--- config.mk ---
export PLATFORM = sky130hd
export DESIGN_NAME = quoted_printable_decoder_top
export DESIGN_NICKNAME = d
export VERILOG_FILES = /design/src/rtl/qpd_pkg.sv /design/src/rtl/qpd_front.sv /design/src/rtl/qpd_back.sv /design/src/rtl/quoted_printable_decoder_top.sv
export SDC_FILE = /design/constraint.sdc
export NUM_CORES = 1
export LEC_CHECK = 0
export ABC_AREA = 1
export BUFFER_PORTS_ARGS = -buffer_cell sky130_fd_sc_hd__buf_4
export CAP_MARGIN = 25
export CORE_MARGIN = 3
export CORE_UTILIZATION = 60
export CTS_BUF_LIST = sky130_fd_sc_hd__clkbuf_4
export DETAILED_ROUTE_END_ITERATION = 10
export PLACE_DENSITY_LB_ADDON = 0.12
export SLEW_MARGIN = 10
export SYNTH_ARGS = -nofsm -noshare
export SYNTH_HDL_FRONTEND = slang
export SYNTH_SLANG_ARGS = --single-unit
export TNS_END_PERCENT = 50
--- constraint.sdc ---
create_clock -name clk_i -period 2.3 [get_ports clk_i]
set_clock_uncertainty 0.1 [all_clocks]
set_input_delay 0.345 -clock clk_i [delete_from_list [all_inputs] [get_ports clk_i]]
set_output_delay 0.345 -clock clk_i [all_outputs]
set_load 0.005 [all_outputs]
--- src/rtl/qpd_pkg.sv ---
package qpd_pkg;

  localparam int QDEPTH = 2;
  localparam int QIDX_W = (QDEPTH > 1) ? $clog2(QDEPTH) : 1;
  localparam int QCNT_W = $clog2(QDEPTH + 1);

  localparam logic [7:0] CH_TAB    = 8'h09;
  localparam logic [7:0] CH_LF     = 8'h0A;
  localparam logic [7:0] CH_CR     = 8'h0D;
  localparam logic [7:0] CH_SPACE  = 8'h20;
  localparam logic [7:0] CH_EQUALS = 8'h3D;
  localparam logic [7:0] PRINT_LO  = 8'd33;
  localparam logic [7:0] PRINT_HI  = 8'd126;
  localparam logic [7:0] DIGIT_LO  = 8'h30;
  localparam logic [7:0] DIGIT_HI  = 8'h39;
  localparam logic [7:0] UHEX_LO   = 8'h41;
  localparam logic [7:0] UHEX_HI   = 8'h46;
  localparam logic [3:0] UHEX_OFS  = 4'd9;

  typedef struct packed {
    logic [7:0] data;
    logic       pass;
    logic       eq;
    logic       brk;
    logic       hex;
    logic [3:0] nib;
  } qpd_cls_t;

  typedef struct packed {
    logic [7:0] data;
    logic       err;
  } qpd_res_t;

endpackage

--- src/rtl/qpd_front.sv ---
module qpd_front (
  input  logic              clk_i,
  input  logic              rst_ni,
  input  logic              push_i,
  output logic              full_o,
  input  logic [7:0]        data_byte_i,
  output logic              mid_valid_o,
  output qpd_pkg::qpd_cls_t mid_o,
  input  logic              mid_pop_i
);

  qpd_pkg::qpd_cls_t               cls;
  qpd_pkg::qpd_cls_t               mem_q [qpd_pkg::QDEPTH];
  logic [qpd_pkg::QIDX_W-1:0]      wptr_q, wptr_d, rptr_q, rptr_d;
  logic [qpd_pkg::QCNT_W-1:0]      cnt_q, cnt_d;
  logic                            push_ok, pop_ok;

  always_comb begin
    cls      = '0;
    cls.data = data_byte_i;
    cls.eq   = (data_byte_i == qpd_pkg::CH_EQUALS);
    cls.brk  = (data_byte_i == qpd_pkg::CH_CR) || (data_byte_i == qpd_pkg::CH_LF);
    cls.pass = !cls.eq && (data_byte_i inside {[qpd_pkg::CH_TAB:qpd_pkg::CH_CR],
                                               qpd_pkg::CH_SPACE,
                                               [qpd_pkg::PRINT_LO:qpd_pkg::PRINT_HI]});
    if (data_byte_i inside {[qpd_pkg::DIGIT_LO:qpd_pkg::DIGIT_HI]}) begin
      cls.hex = 1'b1;
      cls.nib = data_byte_i[3:0];
    end else if (data_byte_i inside {[qpd_pkg::UHEX_LO:qpd_pkg::UHEX_HI]}) begin
      cls.hex = 1'b1;
      cls.nib = data_byte_i[3:0] + qpd_pkg::UHEX_OFS;
    end
  end

  assign full_o      = (cnt_q == qpd_pkg::QCNT_W'(qpd_pkg::QDEPTH));
  assign mid_valid_o = (cnt_q != '0);
  assign mid_o       = mem_q[rptr_q];
  assign push_ok     = push_i && !full_o;
  assign pop_ok      = mid_pop_i && mid_valid_o;

  always_comb begin
    wptr_d = wptr_q;
    rptr_d = rptr_q;
    cnt_d  = cnt_q;
    if (push_ok) begin
      wptr_d = (wptr_q == qpd_pkg::QIDX_W'(qpd_pkg::QDEPTH - 1)) ? '0 : wptr_q + 1'b1;
    end
    if (pop_ok) begin
      rptr_d = (rptr_q == qpd_pkg::QIDX_W'(qpd_pkg::QDEPTH - 1)) ? '0 : rptr_q + 1'b1;
    end
    if (push_ok && !pop_ok) begin
      cnt_d = cnt_q + 1'b1;
    end else if (pop_ok && !push_ok) begin
      cnt_d = cnt_q - 1'b1;
    end
  end

  always_ff @(posedge clk_i or negedge rst_ni) begin
    if (!rst_ni) begin
      wptr_q <= '0;
      rptr_q <= '0;
      cnt_q  <= '0;
    end else begin
      wptr_q <= wptr_d;
      rptr_q <= rptr_d;
      cnt_q  <= cnt_d;
    end
  end

  always_ff @(posedge clk_i) begin
    if (push_ok) begin
      mem_q[wptr_q] <= cls;
    end
  end

endmodule

--- src/rtl/qpd_back.sv ---
module qpd_back (
  input  logic              clk_i,
  input  logic              rst_ni,
  input  logic              mid_valid_i,
  input  qpd_pkg::qpd_cls_t mid_i,
  output logic              mid_pop_o,
  output logic              empty_o,
  input  logic              pop_i,
  output logic [7:0]        out_byte_o,
  output logic              is_error_o
);

  localparam logic [1:0] MODE_NORMAL = 2'd0;
  localparam logic [1:0] MODE_ESCAPE = 2'd1;
  localparam logic [1:0] MODE_HEX2   = 2'd2;
  localparam logic [1:0] MODE_CONT   = 2'd3;

  logic [1:0]                  mode_q, mode_d;
  logic [3:0]                  nib_q, nib_d;
  logic                        emit;
  qpd_pkg::qpd_res_t           res;
  qpd_pkg::qpd_res_t           mem_q [qpd_pkg::QDEPTH];
  logic [qpd_pkg::QIDX_W-1:0]  wptr_q, wptr_d, rptr_q, rptr_d;
  logic [qpd_pkg::QCNT_W-1:0]  cnt_q, cnt_d;
  logic                        full, take, push_ok, pop_ok;

  assign full      = (cnt_q == qpd_pkg::QCNT_W'(qpd_pkg::QDEPTH));
  assign take      = mid_valid_i && !full;
  assign mid_pop_o = take;

  always_comb begin
    mode_d   = mode_q;
    nib_d    = nib_q;
    emit     = 1'b0;
    res.data = mid_i.data;
    res.err  = 1'b0;
    case (mode_q)
      MODE_NORMAL: begin
        if (mid_i.pass) begin
          emit = 1'b1;
        end else if (mid_i.eq) begin
          mode_d = MODE_ESCAPE;
        end else begin
          emit = 1'b1;
          res.err = 1'b1;
        end
      end
      MODE_ESCAPE: begin
        if (mid_i.brk) begin
          mode_d = MODE_CONT;
        end else if (mid_i.hex) begin
          nib_d  = mid_i.nib;
          mode_d = MODE_HEX2;
        end else begin
          emit    = 1'b1;
          res.err = 1'b1;
          mode_d  = MODE_NORMAL;
        end
      end
      MODE_HEX2: begin
        emit   = 1'b1;
        mode_d = MODE_NORMAL;
        if (mid_i.hex) begin
          res.data = {nib_q, mid_i.nib};
        end else begin
          res.err = 1'b1;
        end
      end
      MODE_CONT: begin
        if (mid_i.brk) begin
          mode_d = MODE_CONT;
        end else if (mid_i.eq) begin
          mode_d = MODE_ESCAPE;
        end else begin
          emit    = 1'b1;
          res.err = !mid_i.pass;
          mode_d  = MODE_NORMAL;
        end
      end
      default: begin
        mode_d = MODE_NORMAL;
      end
    endcase
    if (res.err) begin
      res.data = '0;
    end
  end

  assign push_ok    = take && emit;
  assign empty_o    = (cnt_q == '0);
  assign pop_ok     = pop_i && !empty_o;
  assign out_byte_o = mem_q[rptr_q].data;
  assign is_error_o = mem_q[rptr_q].err;

  always_comb begin
    wptr_d = wptr_q;
    rptr_d = rptr_q;
    cnt_d  = cnt_q;
    if (push_ok) begin
      wptr_d = (wptr_q == qpd_pkg::QIDX_W'(qpd_pkg::QDEPTH - 1)) ? '0 : wptr_q + 1'b1;
    end
    if (pop_ok) begin
      rptr_d = (rptr_q == qpd_pkg::QIDX_W'(qpd_pkg::QDEPTH - 1)) ? '0 : rptr_q + 1'b1;
    end
    if (push_ok && !pop_ok) begin
      cnt_d = cnt_q + 1'b1;
    end else if (pop_ok && !push_ok) begin
      cnt_d = cnt_q - 1'b1;
    end
  end

  always_ff @(posedge clk_i or negedge rst_ni) begin
    if (!rst_ni) begin
      mode_q <= MODE_NORMAL;
      nib_q  <= '0;
      wptr_q <= '0;
      rptr_q <= '0;
      cnt_q  <= '0;
    end else begin
      if (take) begin
        mode_q <= mode_d;
        nib_q  <= nib_d;
      end
      wptr_q <= wptr_d;
      rptr_q <= rptr_d;
      cnt_q  <= cnt_d;
    end
  end

  always_ff @(posedge clk_i) begin
    if (push_ok) begin
      mem_q[wptr_q] <= res;
    end
  end

endmodule

--- src/rtl/quoted_printable_decoder_top.sv ---
// Accepted bytes are queued in the front end; decoded results are registered in the back queue.
// Throughput: one byte per cycle while full is low; the back end updates its mode for each byte it takes.
// Front and back each hold a 2-word queue, so either side may stall without losing a byte.
// Reset (rst_ni low, asynchronous): mode returns to normal, nibble clears, queues empty.
module quoted_printable_decoder_top (
  input  logic       clk_i,
  input  logic       rst_ni,
  input  logic       push,
  output logic       full,
  input  logic [7:0] data_byte_i,
  output logic       empty,
  input  logic       pop,
  output logic [7:0] out_byte_o,
  output logic       is_error_o
);

  qpd_pkg::qpd_cls_t mid;
  logic              mid_valid, mid_pop;

  qpd_front u_front (
    .clk_i       (clk_i),
    .rst_ni      (rst_ni),
    .push_i      (push),
    .full_o      (full),
    .data_byte_i (data_byte_i),
    .mid_valid_o (mid_valid),
    .mid_o       (mid),
    .mid_pop_i   (mid_pop)
  );

  qpd_back u_back (
    .clk_i       (clk_i),
    .rst_ni      (rst_ni),
    .mid_valid_i (mid_valid),
    .mid_i       (mid),
    .mid_pop_o   (mid_pop),
    .empty_o     (empty),
    .pop_i       (pop),
    .out_byte_o  (out_byte_o),
    .is_error_o  (is_error_o)
  );

endmodule

==> reports/results.env, run 1 <==
OUTCOME='complete, no violations'
CRITICAL-PATH-MAX-STAGE-DELAY_PS=520
YS_TOP_CELLS_BY_AREA='sky130_fd_sc_hd__edfxtp_1 (47%), sky130_fd_sc_hd__nand2_1 (14%), sky130_fd_sc_hd__dfrtp_1 (11%), sky130_fd_sc_hd__inv_1 (5.1%), sky130_fd_sc_hd__nor2_1 (3.4%)'
SYNTHCELLS=341
PLACE_WORST_SETUP_SLACK_PS=288.5
YS.WARNINGS.COUNT=0
MAX-CLOCK-PATH-BUFFERS=2
DRT_FIRST_ITER_VIOLATIONS=95
TIMING.CRITICAL_PATH.CELLS='inv_2 > nand2_1 > nand2_4 > nand2_4 > nand3_1 > nor2_2 > ha_1 > a21oi_1 > o21ai_0 > xnor2_1'
SYN_AREA_PER_CELL_UM2=9.338
CRIT_REQUIRED_PS=2470
FIRST_DRT_PASS_ITERATION_COUNT=4
POSTSYNTH.ASYNCRESETSHARE_PCT=21.88
YOSYS.CELL_TYPES.COUNT=26
HOLD-PATH-CELL-COUNT=1
SYNTH_EDF_COUNT=50
FLOORPLAN.INITIALDENSITY_PCT=64.84
GRT_START_MAX_NET_PINS=18
SYNTHSIMPLEGATEAREAFRAC_PCT=22.99
CP-END-KIND='register'
YS_SEQ_AREA_SHARE_PCT=58.15
CRIT_ARRIVAL_PS=2200
CTS_ROOT_BUF='sky130_fd_sc_hd__clkbuf_4'
DIEHEIGHT_UM=78.85
SYN-CELL-AREA_UM2=3184
FIN_HOLD_WS_PS=85.69
SETUP_VIOL=0
FINAL_NET_COUNT=393
CRITPATHMAXFANOUT=8
CLOCK_INSERTION_DELAY_WORST_SKEW_PS=380
FP.COREAREA_UM2=4911
WORSTREG2REGSTART='u_front.rptr_q'
FIRST_GLOBAL_VIAS=2092
CTS_TREE='yes'
DRT-WIRELENGTH-PER-CELL_UM=11.45
GLOBALROUTEOVERFLOWTOTAL=0
NUMBER_OF_MAX_CAP_VIOLATIONS=0
FLOORPLAN.DIE_AREA_UM2=6217
MAX_SLEW.WORST_PIN.SLEW_PS=400.0
ROUTABILITYCONGESTION=0.8831
SYNTH_SEQ_CELLS=64
REMAINING_DRC_ERRORS=0
CELLPOWERDENSITY_nW_PER_UM2=1296
AREA_DELTA_SYNTH_FINAL_PCT=11.75
ANTENNA_FOUND_INITIAL=0
SLEW_HEADROOM_PCT=73.05
MAX-VDD-IR-DROP_mV=0.5707
TIMING.FINAL.WS_SETUP_PS=271.4
SYNTH.MUX.AREA_FRACTION_PCT=0
TRITONCTS.NUM_BUFFERS=9
HOLD_VIOLATIONS=0
TIMING.FINAL.MAX_SLEW_VIOLATIONS=0
CLOCK_TREE.HTREE_LEVEL_COUNT=3
CP_NUM_BUF_INV=1
TIMING.FINAL.CRIT_SHARE_PCT=88.20
FINALSETUPTNS_PS=0
IO_PINS=23
R2R-END='u_back.cnt_q[1]'
MAIN_COMBINATIONAL_CELL_FAMILY_BY_AREA_AFTER_SYNTHESIS='simple AND/OR/NAND/NOR gates'
SETUP_SLACK_REG_TO_REG_PS=270
TIMING.HOLD.WORST.CLASS='in2reg'
P_TOTAL_uW=4612
SYNTH_FA_HA_AREA_SHARE_PCT=2.750
DRIVE_ABOVE_1_SHARE_PCT=16.89
SYNTH.MOST_COMMON_CELL='sky130_fd_sc_hd__nand2_1'
POSTCTSSETUPREPAIRBUFS=0
GRT.TOTAL_USAGE_PCT=18.69
CRITICAL-PATH-SLOWEST-CELL='sky130_fd_sc_hd__dfrtp_1'
POST-SYNTH-TOP-AREA-FRACTION_PCT=47.15
MAX_FREQ_MHz=492.9
YS.FLOP_TYPE='sky130_fd_sc_hd__edfxtp_1'
MIN-DELAY-START='data_byte_i[6]'
GRT_PASS1_WL_UM=9025
WORST_PATH_MOST_REPEATED_CELL='sky130_fd_sc_hd__nand2_4'
ROWS=25
CLK_PIN_SLEW_WORST_PATHS_PS=100
FINAL_ANTENNA_NET_COUNT=0
MIN_DELAY_WORST_ENDPOINT='u_front.mem_q[0][14]'
WORST_PATH_DOMINANT_CELL_FAMILY='simple AND/OR/NAND/NOR gates'
HPWLAFTERDP_UM=3875
TIMING.FINAL.CRIT_PERIOD_PS=2029
SYNTH_XOR_XNOR_AREA_SHARE_PCT=2.200
SYNTH_LARGEST_AREA_CELL='sky130_fd_sc_hd__edfxtp_1'
ANT_DIODES=0
DETAILROUTE.VIA_COUNT=2170
CLOCK_SINKS=64
POWER_LEAKAGE_uW=0.001660
R2R.WORST_PATH.CELLS=10
VIA_PER_INST=4.865
CRIT_PATH_START_KIND='register'
DRT-TOTAL-WL_UM=5105
RSZ0062_AT_GRT='no'
CRIT_TYPE='reg2reg'
SYN-NUM-NETS=360
PORT_BUFFERS=22
SYNTH_TOP_CELLS_BY_COUNT='sky130_fd_sc_hd__nand2_1 (115), sky130_fd_sc_hd__edfxtp_1 (50), sky130_fd_sc_hd__inv_1 (43), sky130_fd_sc_hd__nor2_1 (29), sky130_fd_sc_hd__o21ai_0 (15)'
SYNTH_COMPOUND_GATE_AREA_SHARE_PCT=6.248
WORST-PATH-STAGES=10
DIE_W_UM=78.85
through the flow:
| step | cell area (µm²) | cells | util [%] |
|---|---|---|---|
| 4_1_cts | 3558 | 446 | 72.46 |
| 6_report | 3558 | 446 | 72.46 |
| 3_3_place_gp | 3418 | 429 | 69.61 |
| 3_5_place_dp | 3418 | 429 | 69.61 |
| 2_1_floorplan | 3184 | 341 | - |
| 5_1_grt | 3558 | 446 | 72.46 |
layer usage:
| metal | share of wire, % | global-route usage (%) | vias to the layer above |
|---|---|---|---|
| met2 | 49 | 32.00 | 33 |
| met4 | 0.90 | 8.591 | 0 |
| li1 | - | - | 1156 |
| met1 | 46 | 22.71 | 977 |
| met5 | 0 | 0 | - |
| met3 | 3.7 | 3.968 | 4 |
cells in the final DEF (no fill, tap or decap), drive strengths merged:
cell,instances
nor2,32
nand3b,2
inv,48
xnor2,4
bufinv,1
dlygate4sd3,1
o21ai,25
nor3,3
and2,4
clkbuf,11
a21oi,8
xor2,4
nand4,1
buf,28
nand3,12
clkinv,5
edfxtp,50
ha,7
dfrtp,14
nand2,119
worst max-delay path by stage:
stage,from,endpoint
2_1_floorplan,u_front.rptr_q,u_back.mem_q[1][0]
3_3_place_gp,u_front.rptr_q,u_back.cnt_q[1]
3_5_place_dp,u_front.rptr_q,u_back.cnt_q[1]
4_1_cts,u_front.rptr_q,u_back.cnt_q[1]
5_1_grt,u_front.rptr_q,u_back.cnt_q[1]
6_report,u_front.rptr_q,u_back.cnt_q[1]
state kept, by name, indices dropped and copies added (netlist names):
signal,flops
u_back.cnt_q,2
u_back.mem_q,18
u_back.mode_q,2
u_back.nib_q,4
u_back.rptr_q,1
u_back.wptr_q,1
u_front.cnt_q,2
u_front.mem_q,32
u_front.rptr_q,1
u_front.wptr_q,1
logic make-up after synthesis:
kind of cell / after synthesis
fa+ha+maj: 7
flops: 64
simple gates: 173
xor+xnor: 8
buf+inv: 56
compound gates: 33
power breakdown:
part / switching [µW] / internal (µW) / leakage, µW / total, µW
clock: 346 / 346 / 0.0000757 / 692
combinational: 1150 / 758 / 0.000941 / 1910
sequential: 186 / 1820 / 0.000643 / 2010
total: 1680 / 2930 / 0.00166 / 4610
cell type report:
type,count,area [µm²]
clock buffers,11,82.58
clock inverters,5,47.55
fillers,369,1353
inverters,49,183.9
multi-input cells,221,1089
flip-flops and latches,64,1852
well taps,67,83.83
repair buffers,29,220.2
what timing repair did:
item | in CTS | in global routing
gates resized for setup | 0 | 0
hold endpoints to repair | 14 | 0
hold buffers | 1 | 0
Note: power is estimated with default switching activity, not from simulation.
==> run 2: changes to the inputs <==
--- a/config.mk
+++ b/config.mk
@@ -8,13 +8,14 @@
 export ABC_AREA = 1
 export BUFFER_PORTS_ARGS = -buffer_cell sky130_fd_sc_hd__buf_4
 export CAP_MARGIN = 25
-export CORE_MARGIN = 3
 export CORE_UTILIZATION = 60
 export CTS_BUF_LIST = sky130_fd_sc_hd__clkbuf_4
 export DETAILED_ROUTE_END_ITERATION = 10
+export GPL_TIMING_DRIVEN = 0
 export PLACE_DENSITY_LB_ADDON = 0.12
 export SLEW_MARGIN = 10
 export SYNTH_ARGS = -nofsm -noshare
 export SYNTH_HDL_FRONTEND = slang
+export SYNTH_HIERARCHICAL = 1
 export SYNTH_SLANG_ARGS = --single-unit
 export TNS_END_PERCENT = 50
==> run 2 against run 1 <==
Synthesized cell count fell by 0.88%; via count rose by 1.0%; hold slack got worse by 29 ps; critical path type unchanged.
==> reports/results.env, run 2 <==
OUTCOME='complete, no violations'  # unchanged
VIA_PER_INST=4.937  # was 4.865
LARGEST_REGISTER_FF_COUNT=32  # unchanged
SYNTH_LARGEST_AREA_CELL='sky130_fd_sc_hd__edfxtp_1'  # unchanged
REMAINING_DRC_ERRORS=0  # unchanged
SYN_AREA_PER_CELL_UM2=9.158  # was 9.338 µm²
CRIT_PATH_START_KIND='register'  # unchanged
CLOCK_SINKS=64  # unchanged
CP-END-KIND='register'  # unchanged
DRT_FIRST_ITER_VIOLATIONS=145  # was 95
HOLD_VIOLATIONS=0  # unchanged
SETUP_VIOL=0  # unchanged
R2R.WORST_PATH.CELLS=14  # was 10
GRT_START_MAX_NET_PINS=18  # unchanged
BIGGESTREGSBYFLOPS='u_front/mem_q x32, u_back/mem_q x18, u_back/nib_q x4'  # was u_front.mem_q x32, u_back.mem_q x18, u_back.nib_q x4
FLOORPLAN.INITIALDENSITY_PCT=63.85  # was 64.84%
NUMBER_OF_MAX_CAP_VIOLATIONS=0  # unchanged
CRITPATHCAPTURE='u_back/cnt_q[1]'  # was u_back.cnt_q[1]
CRIT_REQUIRED_PS=2460  # was 2470 ps
R2R-END='u_back/cnt_q[1]'  # was u_back.cnt_q[1]
SYNTH_SEQ_CELLS=64  # unchanged
WORSTREG2REGSTART='u_front/rptr_q'  # was u_front.rptr_q
POST-PLACE-CELLS=427  # was 429
CLK_PIN_SLEW_WORST_PATHS_PS=110  # was 100 ps
CLOCK_TREE.HTREE_LEVEL_COUNT=3  # unchanged
YS_TOP_CELLS_BY_AREA='sky130_fd_sc_hd__edfxtp_1 (49%), sky130_fd_sc_hd__nand2_1 (17%), sky130_fd_sc_hd__dfrtp_1 (11%), sky130_fd_sc_hd__nor2_1 (4.1%), sky130_fd_sc_hd__inv_1 (3.8%)'  # was sky130_fd_sc_hd__edfxtp_1 (47%), sky130_fd_sc_hd__nand2_1 (14%), sky130_fd_sc_hd__dfrtp_1 (11%), sky130_fd_sc_hd__inv_1 (5.1%), sky130_fd_sc_hd__nor2_1 (3.4%)
AREA_DELTA_SYNTH_FINAL_PCT=14.27  # was 11.75%
GRT_PASS1_WL_UM=8307  # was 9025 µm
TIMING.FINAL.CRIT_SHARE_PCT=93.16  # was 88.20%
FLOORPLAN.DIE_AREA_UM2=5450  # was 6217 µm²
GRT.TOTAL_USAGE_PCT=21.26  # was 18.69%
SYNTH.MOST_COMMON_CELL='sky130_fd_sc_hd__nand2_1'  # unchanged
MAX_SLEW.WORST_PIN.SLEW_PS=859.9  # was 400.0 ps
DIE_W_UM=73.83  # was 78.85 µm
CRIT_ARRIVAL_PS=2300  # was 2200 ps
ROUTABILITYCONGESTION=0.8796  # was 0.8831
FINAL_NET_COUNT=391  # was 393
DRT-TOTAL-WL_UM=5189  # was 5105 µm
DIEHEIGHT_UM=73.83  # was 78.85 µm
DRIVE_ABOVE_1_SHARE_PCT=16.71  # was 16.89%
CRIT_TYPE='reg2reg'  # unchanged
POST-SYNTH-TOP-AREA-FRACTION_PCT=48.50  # was 47.15%
FIRST_GLOBAL_VIAS=1984  # was 2092
CELLPOWERDENSITY_nW_PER_UM2=1324  # was 1296 nW/µm²
FIRST_DRT_PASS_ITERATION_COUNT=4  # unchanged
FP.COREAREA_UM2=4848  # was 4911 µm²
CTS_TREE='yes'  # unchanged
CRITPATHMAXFANOUT=10  # was 8
TOP_REGISTER='u_front/mem_q'  # was u_front.mem_q
CLOCK_INSERTION_DELAY_WORST_SKEW_PS=380  # about the same
POWER_LEAKAGE_uW=0.001633  # was 0.001660 µW
P_TOTAL_uW=4683  # was 4612 µW
SYNTH_TOP_CELLS_BY_COUNT='sky130_fd_sc_hd__nand2_1 (144), sky130_fd_sc_hd__edfxtp_1 (50), sky130_fd_sc_hd__nor2_1 (34), sky130_fd_sc_hd__inv_1 (31), sky130_fd_sc_hd__dfrtp_1 (14)'  # was sky130_fd_sc_hd__nand2_1 (115), sky130_fd_sc_hd__edfxtp_1 (50), sky130_fd_sc_hd__inv_1 (43), sky130_fd_sc_hd__nor2_1 (29), sky130_fd_sc_hd__o21ai_0 (15)
SETUP_SLACK_REG_TO_REG_PS=160  # was 270 ps
SLEW_HEADROOM_PCT=42.61  # was 73.05%
HPWLAFTERDP_UM=3788  # was 3875 µm
POSTSYNTH.ASYNCRESETSHARE_PCT=21.88  # unchanged
TIMING.FINAL.MAX_SLEW_VIOLATIONS=0  # unchanged
YS.WARNINGS.COUNT=6  # was 0
MAX_FREQ_MHz=466.7  # was 492.9 MHz
PORT_BUFFERS=22  # unchanged
SYN-NUM-NETS=357  # was 360
TIMING.FINAL.CRIT_PERIOD_PS=2143  # was 2029 ps
GLOBALROUTEOVERFLOWTOTAL=0  # unchanged
SYNTHCELLS=338  # was 341
FINAL.FILL_COUNT=373  # was 369
IO_PINS=23  # unchanged
FINAL_ANTENNA_NET_COUNT=0  # unchanged
TRITONCTS.NUM_BUFFERS=9  # unchanged
SYN-CELL-AREA_UM2=3095  # was 3184 µm²
LAYOUT_COMMON_CELLS='sky130_fd_sc_hd__nand2_1 (143), sky130_fd_sc_hd__edfxtp_1 (50), sky130_fd_sc_hd__inv_1 (31), sky130_fd_sc_hd__nor2_1 (31), sky130_fd_sc_hd__buf_4 (23)'  # was sky130_fd_sc_hd__nand2_1 (115), sky130_fd_sc_hd__edfxtp_1 (50), sky130_fd_sc_hd__inv_1 (43)
MAX-VDD-IR-DROP_mV=0.7894  # was 0.5707 mV
LAYOUT.CELLS.NON_FILLER=444  # was 446
WORSTSETUPSTARTPOINT='u_front/rptr_q'  # was u_front.rptr_q
SYNTH_EDF_COUNT=50  # unchanged
YS.FLOP_TYPE='sky130_fd_sc_hd__edfxtp_1'  # unchanged
DETAILROUTE.VIA_COUNT=2192  # was 2170
ANTENNA_FOUND_INITIAL=0  # unchanged
MAX-CLOCK-PATH-BUFFERS=2  # unchanged
ANT_DIODES=0  # unchanged
CTS_ROOT_BUF='sky130_fd_sc_hd__clkbuf_4'  # unchanged
FINAL_COMMON_CELL='sky130_fd_sc_hd__nand2_1'  # unchanged
YS_SEQ_AREA_SHARE_PCT=59.82  # was 58.15%
YOSYS.CELL_TYPES.COUNT=25  # was 26
RSZ0062_AT_GRT='no'  # unchanged
DRT-WIRELENGTH-PER-CELL_UM=11.69  # was 11.45 µm
TIMING.HOLD.WORST.CLASS='in2reg'  # unchanged
ROWS=25  # unchanged
## run 2: worst min path at each step
stage | from | endpoint | slack [ps] | cells past startpoint
after floorplan | rst_ni | u_back/cnt_q[0] | -50 | 0
after global placement | rst_ni | u_front/wptr_q | 110 | 1
after detailed placement | rst_ni | u_front/wptr_q | 110 | 1
after CTS | data_byte_i[2] | u_front/mem_q[0][10] | 20 | 1
after global routing | data_byte_i[2] | u_front/mem_q[0][10] | 30 | 1
final | data_byte_i[2] | u_front/mem_q[0][10] | 60 | 1
## run 2: cells by family (layout without fill, tap and decap cells)
family	Yosys count	after routing	synth area share, %
flops	64	64	59.82
compound gates	22	22	4.244
xor+xnor	7	7	1.981
buf+inv	43	82	5.699
simple gates	195	195	25.42
fa+ha+maj	7	7	2.829
## run 2: layout make-up
class / count / area (µm²) / area share, %
flip-flops and latches: 64 / 1852 / 52.35
multi-input cells: 231 / 1090 / 30.81
repair buffers: 23 / 175.2 / 4.952
inverters: 38 / 150.1 / 4.245
clock buffers: 12 / 90.09 / 2.547
well taps: 67 / 83.83 / 2.370
plain buffers: 5 / 50.05 / 1.415
clock inverters: 4 / 46.29 / 1.309
## run 2: what timing repair did
item / CTS / global route
cloned: 0 / 0
pin swaps: 0 / 3
endpoints found under the hold margin: 14 / 0
setup endpoints to repair: 20 / 10
hold buffers: 1 / 0
gates resized for setup: 5 / 8
buffers inserted: 0 / 0
## run 2: metrics by stage
step	cell area [µm²]	hold slack, ps	worst slack [ps]	util [%]	setup TNS (ps)
floorplan	3095	-50.59	60.94	-	0
global placement	3344	107.4	-370.3	68.98	-3842
detailed placement	3349	107.7	-402.0	69.08	-4532
CTS	3508	22.88	10.52	72.36	0
global route	3537	28.52	25.19	72.95	0
finish	3537	56.20	157.3	72.95	0
## run 2: critical path, stage by stage, from the launching register on
cell                      delay [ps]
sky130_fd_sc_hd__dfrtp_1         390
sky130_fd_sc_hd__buf_6           150
sky130_fd_sc_hd__inv_8            80
sky130_fd_sc_hd__buf_8           130
sky130_fd_sc_hd__nand2_1          80
sky130_fd_sc_hd__nand2_2         140
sky130_fd_sc_hd__nor2_1           70
sky130_fd_sc_hd__nor2_1          110
sky130_fd_sc_hd__nor2_1           70
sky130_fd_sc_hd__nand2_1         120
sky130_fd_sc_hd__inv_1            80
sky130_fd_sc_hd__ha_4            240
sky130_fd_sc_hd__nor2_1           80
sky130_fd_sc_hd__nand2_1          70
sky130_fd_sc_hd__xnor2_1         120
## run 2: per-layer routing
layer	vias up	GRT usage, %	wire, µm
met5	-	0	0
met1	993	23.49	2231
met2	43	37.61	2683
met3	8	4.801	210
met4	0	11.97	64
li1	1148	-	-
## run 2: power breakdown
| group | switching, µW | leakage, µW | internal (µW) |
|---|---|---|---|
| Clock | 353 | 0.0000750 | 364 |
| Combinational | 1240 | 0.000916 | 748 |
| Sequential | 155 | 0.000643 | 1820 |
==> run 3: changes to the inputs <==
==> constraint.sdc (replaced) <==
create_clock -name clk_i -period 2.1 [get_ports clk_i]
set_clock_uncertainty 0.1 [all_clocks]
set_input_delay 0.315 -clock clk_i [delete_from_list [all_inputs] [get_ports clk_i]]
set_output_delay 0.315 -clock clk_i [all_outputs]
set_load 0.005 [all_outputs]
==> run 3 against run 2 <==
Global-route usage rose by 1.5 points; core utilization is 2.8 points higher; clock power is 25% higher; setup slack got worse by 74 ps; sequential share of layout area shrank 1.9 points; combinational power increased by 20%; count of clock-buffer cells in the layout shrank 3; sequential power up 9.6%; hold slack worse by 35 ps; register-to-register slack got worse by 70 ps; first-iteration DRC count decreased by 14%; critical path type unchanged.
==> reports/results.env, run 3 (synthesized netlist as in run 2, its figures left out) <==
OUTCOME='complete, no violations'  # unchanged
TIMING.FINAL.CRIT_PERIOD_PS=2016  # was 2143 ps
TOP_REGISTER='u_front/mem_q'  # unchanged
FIRST_GLOBAL_VIAS=2144  # was 1984
CLOCK_INSERTION_DELAY_WORST_SKEW_PS=410  # was 380 ps
TIMING.HOLD.WORST.CLASS='in2reg'  # unchanged
PORT_BUFFERS=22  # unchanged
FINAL_COMMON_CELL='sky130_fd_sc_hd__nand2_1'  # unchanged
SLEW_HEADROOM_PCT=41.48  # was 42.61%
HOLD_VIOLATIONS=0  # unchanged
SETUP_SLACK_REG_TO_REG_PS=80  # was 160 ps
FINAL.FILL_COUNT=345  # was 373
FLOORPLAN.DIE_AREA_UM2=5450  # unchanged
HPWLAFTERDP_UM=3767  # was 3788 µm
DIEHEIGHT_UM=73.83  # unchanged
TRITONCTS.NUM_BUFFERS=9  # unchanged
MAX-CLOCK-PATH-BUFFERS=2  # unchanged
SETUP_VIOL=0  # unchanged
DIE_W_UM=73.83  # unchanged
CP_NUM_BUF_INV=3  # was 4
CTS_TREE='yes'  # unchanged
CRIT_REQUIRED_PS=2290  # was 2460 ps
DRT_FIRST_ITER_VIOLATIONS=125  # was 145
CLOCK_TREE.HTREE_LEVEL_COUNT=3  # unchanged
RSZ0062_AT_GRT='yes'  # was no
CRITICAL-PATH-MAX-STAGE-DELAY_PS=390  # about the same
CRITPATHMAXFANOUT=10  # unchanged
DETAILROUTE.VIA_COUNT=2263  # was 2192
POWER_LEAKAGE_uW=0.001678  # was 0.001633 µW
DRT-TOTAL-WL_UM=5631  # was 5189 µm
GLOBALROUTEOVERFLOWTOTAL=0  # unchanged
DETAILED_PLACE.AREA_UM2=3352  # was 3349 µm²
FIN_HOLD_WS_PS=21.58  # was 56.20 ps
TIMING.FINAL.CRIT_SHARE_PCT=96.02  # was 93.16%
CP-END-KIND='register'  # unchanged
BIGGESTREGSBYFLOPS='u_front/mem_q x32, u_back/mem_q x18, u_back/nib_q x4'  # unchanged
CRIT_ARRIVAL_PS=2210  # was 2300 ps
ANTENNA_FOUND_INITIAL=0  # unchanged
IO_PINS=23  # unchanged
MAX_FREQ_MHz=495.9  # was 466.7 MHz
ROWS=25  # unchanged
REMAINING_DRC_ERRORS=0  # unchanged
MAX-VDD-IR-DROP_mV=0.8983  # was 0.7894 mV
FLOORPLAN.INITIALDENSITY_PCT=63.85  # unchanged
DRT-WIRELENGTH-PER-CELL_UM=12.40  # was 11.69 µm
LAYOUT_COMMON_CELLS='sky130_fd_sc_hd__nand2_1 (139), sky130_fd_sc_hd__edfxtp_1 (50), sky130_fd_sc_hd__inv_1 (30)'  # was sky130_fd_sc_hd__nand2_1 (143), sky130_fd_sc_hd__edfxtp_1 (50), sky130_fd_sc_hd__inv_1 (31), sky130_fd_sc_hd__nor2_1 (31), sky130_fd_sc_hd__buf_4 (23)
FINALSETUPTNS_PS=0  # unchanged
CLOCK_SINKS=64  # unchanged
MAX_SLEW.WORST_PIN.SLEW_PS=876.8  # was 859.9 ps
CRIT_TYPE='reg2reg'  # unchanged
FINAL_NET_COUNT=401  # was 391
FINAL_ANTENNA_NET_COUNT=0  # unchanged
CTS_ROOT_BUF='sky130_fd_sc_hd__clkbuf_4'  # unchanged
GRT.TOTAL_USAGE_PCT=22.81  # was 21.26%
CRITICAL-PATH-SLOWEST-CELL='sky130_fd_sc_hd__dfrtp_1'  # unchanged
NUMBER_OF_MAX_CAP_VIOLATIONS=0  # unchanged
ROUTABILITYCONGESTION=0.8817  # was 0.8796
AREA_DELTA_SYNTH_FINAL_PCT=18.59  # was 14.27%
LARGEST_REGISTER_FF_COUNT=32  # unchanged
CRIT_PATH_START_KIND='register'  # unchanged
CELLPOWERDENSITY_nW_PER_UM2=1486  # was 1324 nW/µm²
CLK_PIN_SLEW_WORST_PATHS_PS=100  # was 110 ps
VIA_PER_INST=4.985  # was 4.937
FIRST_DRT_PASS_ITERATION_COUNT=4  # unchanged
GRT_PASS1_WL_UM=8956  # was 8307 µm
TIMING.CRITICAL_PATH.CELLS='buf_6 > buf_6 > nand2_2 > nand2_2 > nor2_1 > nor2_1 > nor2_1 > nand2_2 > inv_2 > ha_2 > nor2_2 > nand2_1 > xnor2_1'  # was buf_6 > inv_8 > buf_8 > nand2_1 > nand2_2 > nor2_1 > nor2_1 > nor2_1 > nand2_1 > inv_1 > ha_4 > nor2_1 > nand2_1 > xnor2_1
WORST_PATH_DOMINANT_CELL_FAMILY='simple AND/OR/NAND/NOR gates'  # unchanged
FP.COREAREA_UM2=4848  # unchanged
FINAL_DESIGN_INSTANCE_AREA_WITHOUT_FILL_UM2=3671  # was 3537 µm²
ANT_DIODES=0  # unchanged
TIMING.FINAL.MAX_SLEW_VIOLATIONS=0  # unchanged
DRIVE_ABOVE_1_SHARE_PCT=19.64  # was 16.71%
GRT_START_MAX_NET_PINS=18  # unchanged
[run 3: cell count changes in the layout (fill, tap and decap cells not counted), sizes merged]
cell and change:
clkinvlp +2, bufinv +1, dlygate4sd3 +4, buf +5, clkbuf -3, nor2 +1
[run 3: where the power goes]
part           total [µW]  internal [µW]  switching (µW)  leakage [µW]
Clock                 894            471             424     0.0000747
Combinational        2390            931            1460      0.000960
Sequential           2170           2000             175      0.000643
Total                5460           3400            2060       0.00168
[run 3: repair_timing]
action	CTS	global route
setup buffers	4	1
resized for setup	9	14
gates cloned	0	1
pin swaps	5	11
hold endpoints to repair	20	1
hold buffers	4	1
setup endpoints to repair	38	44
[run 3: cell type report]
type / count / area (µm²) / share of cell area, %
buffer: 5 / 53.80 / 1.466
clock buffer: 9 / 67.56 / 1.840
clock inverter: 7 / 86.33 / 2.352
inverter: 38 / 153.9 / 4.192
multi-input combinational: 232 / 1121 / 30.54
sequential: 64 / 1852 / 50.44
tap: 67 / 83.83 / 2.284
timing repair buffer: 32 / 252.7 / 6.885
[run 3: per-layer routing]
layer  part of all wire (%)  GRT usage, %  up-vias  wire, µm
li1                       -             -     1173         -
met1                     43         25.78     1025      2435
met2                     49         38.12       54      2740
met3                    5.6         7.133       11       315
met4                    2.5         13.03        0       140
met5                      0             0        -         0
[run 3: stage by stage]
| step | instances | worst slack (ps) | utilization [%] | power [µW] |
|---|---|---|---|---|
| final | 454 | 83.62 | 75.72 | 5456 |
| after floorplan | 338 | -74.93 | - | 3617 |
| after CTS | 451 | 4.529 | 74.32 | 5299 |
| after global routing | 454 | -43.54 | 75.72 | 5889 |
| after detailed placement | 427 | -419.5 | 69.14 | 4270 |
| after global placement | 427 | -373.5 | 69.03 | 4181 |
[run 3: worst paths after layout]
check	cells past startpoint	to	startpoint
worst max-delay path	13	u_back/cnt_q[1]	u_front/rptr_q
worst min-delay path	1	u_front/mem_q[1][13]	data_byte_i[5]
worst max register to register	13	u_back/cnt_q[1]	u_front/rptr_q
worst min register to register	2	u_back/nib_q[1]	u_back/nib_q[1]
max in group asynchronous	2	u_back/nib_q[1]	rst_ni
min in group asynchronous	2	u_front/cnt_q[0]	rst_ni
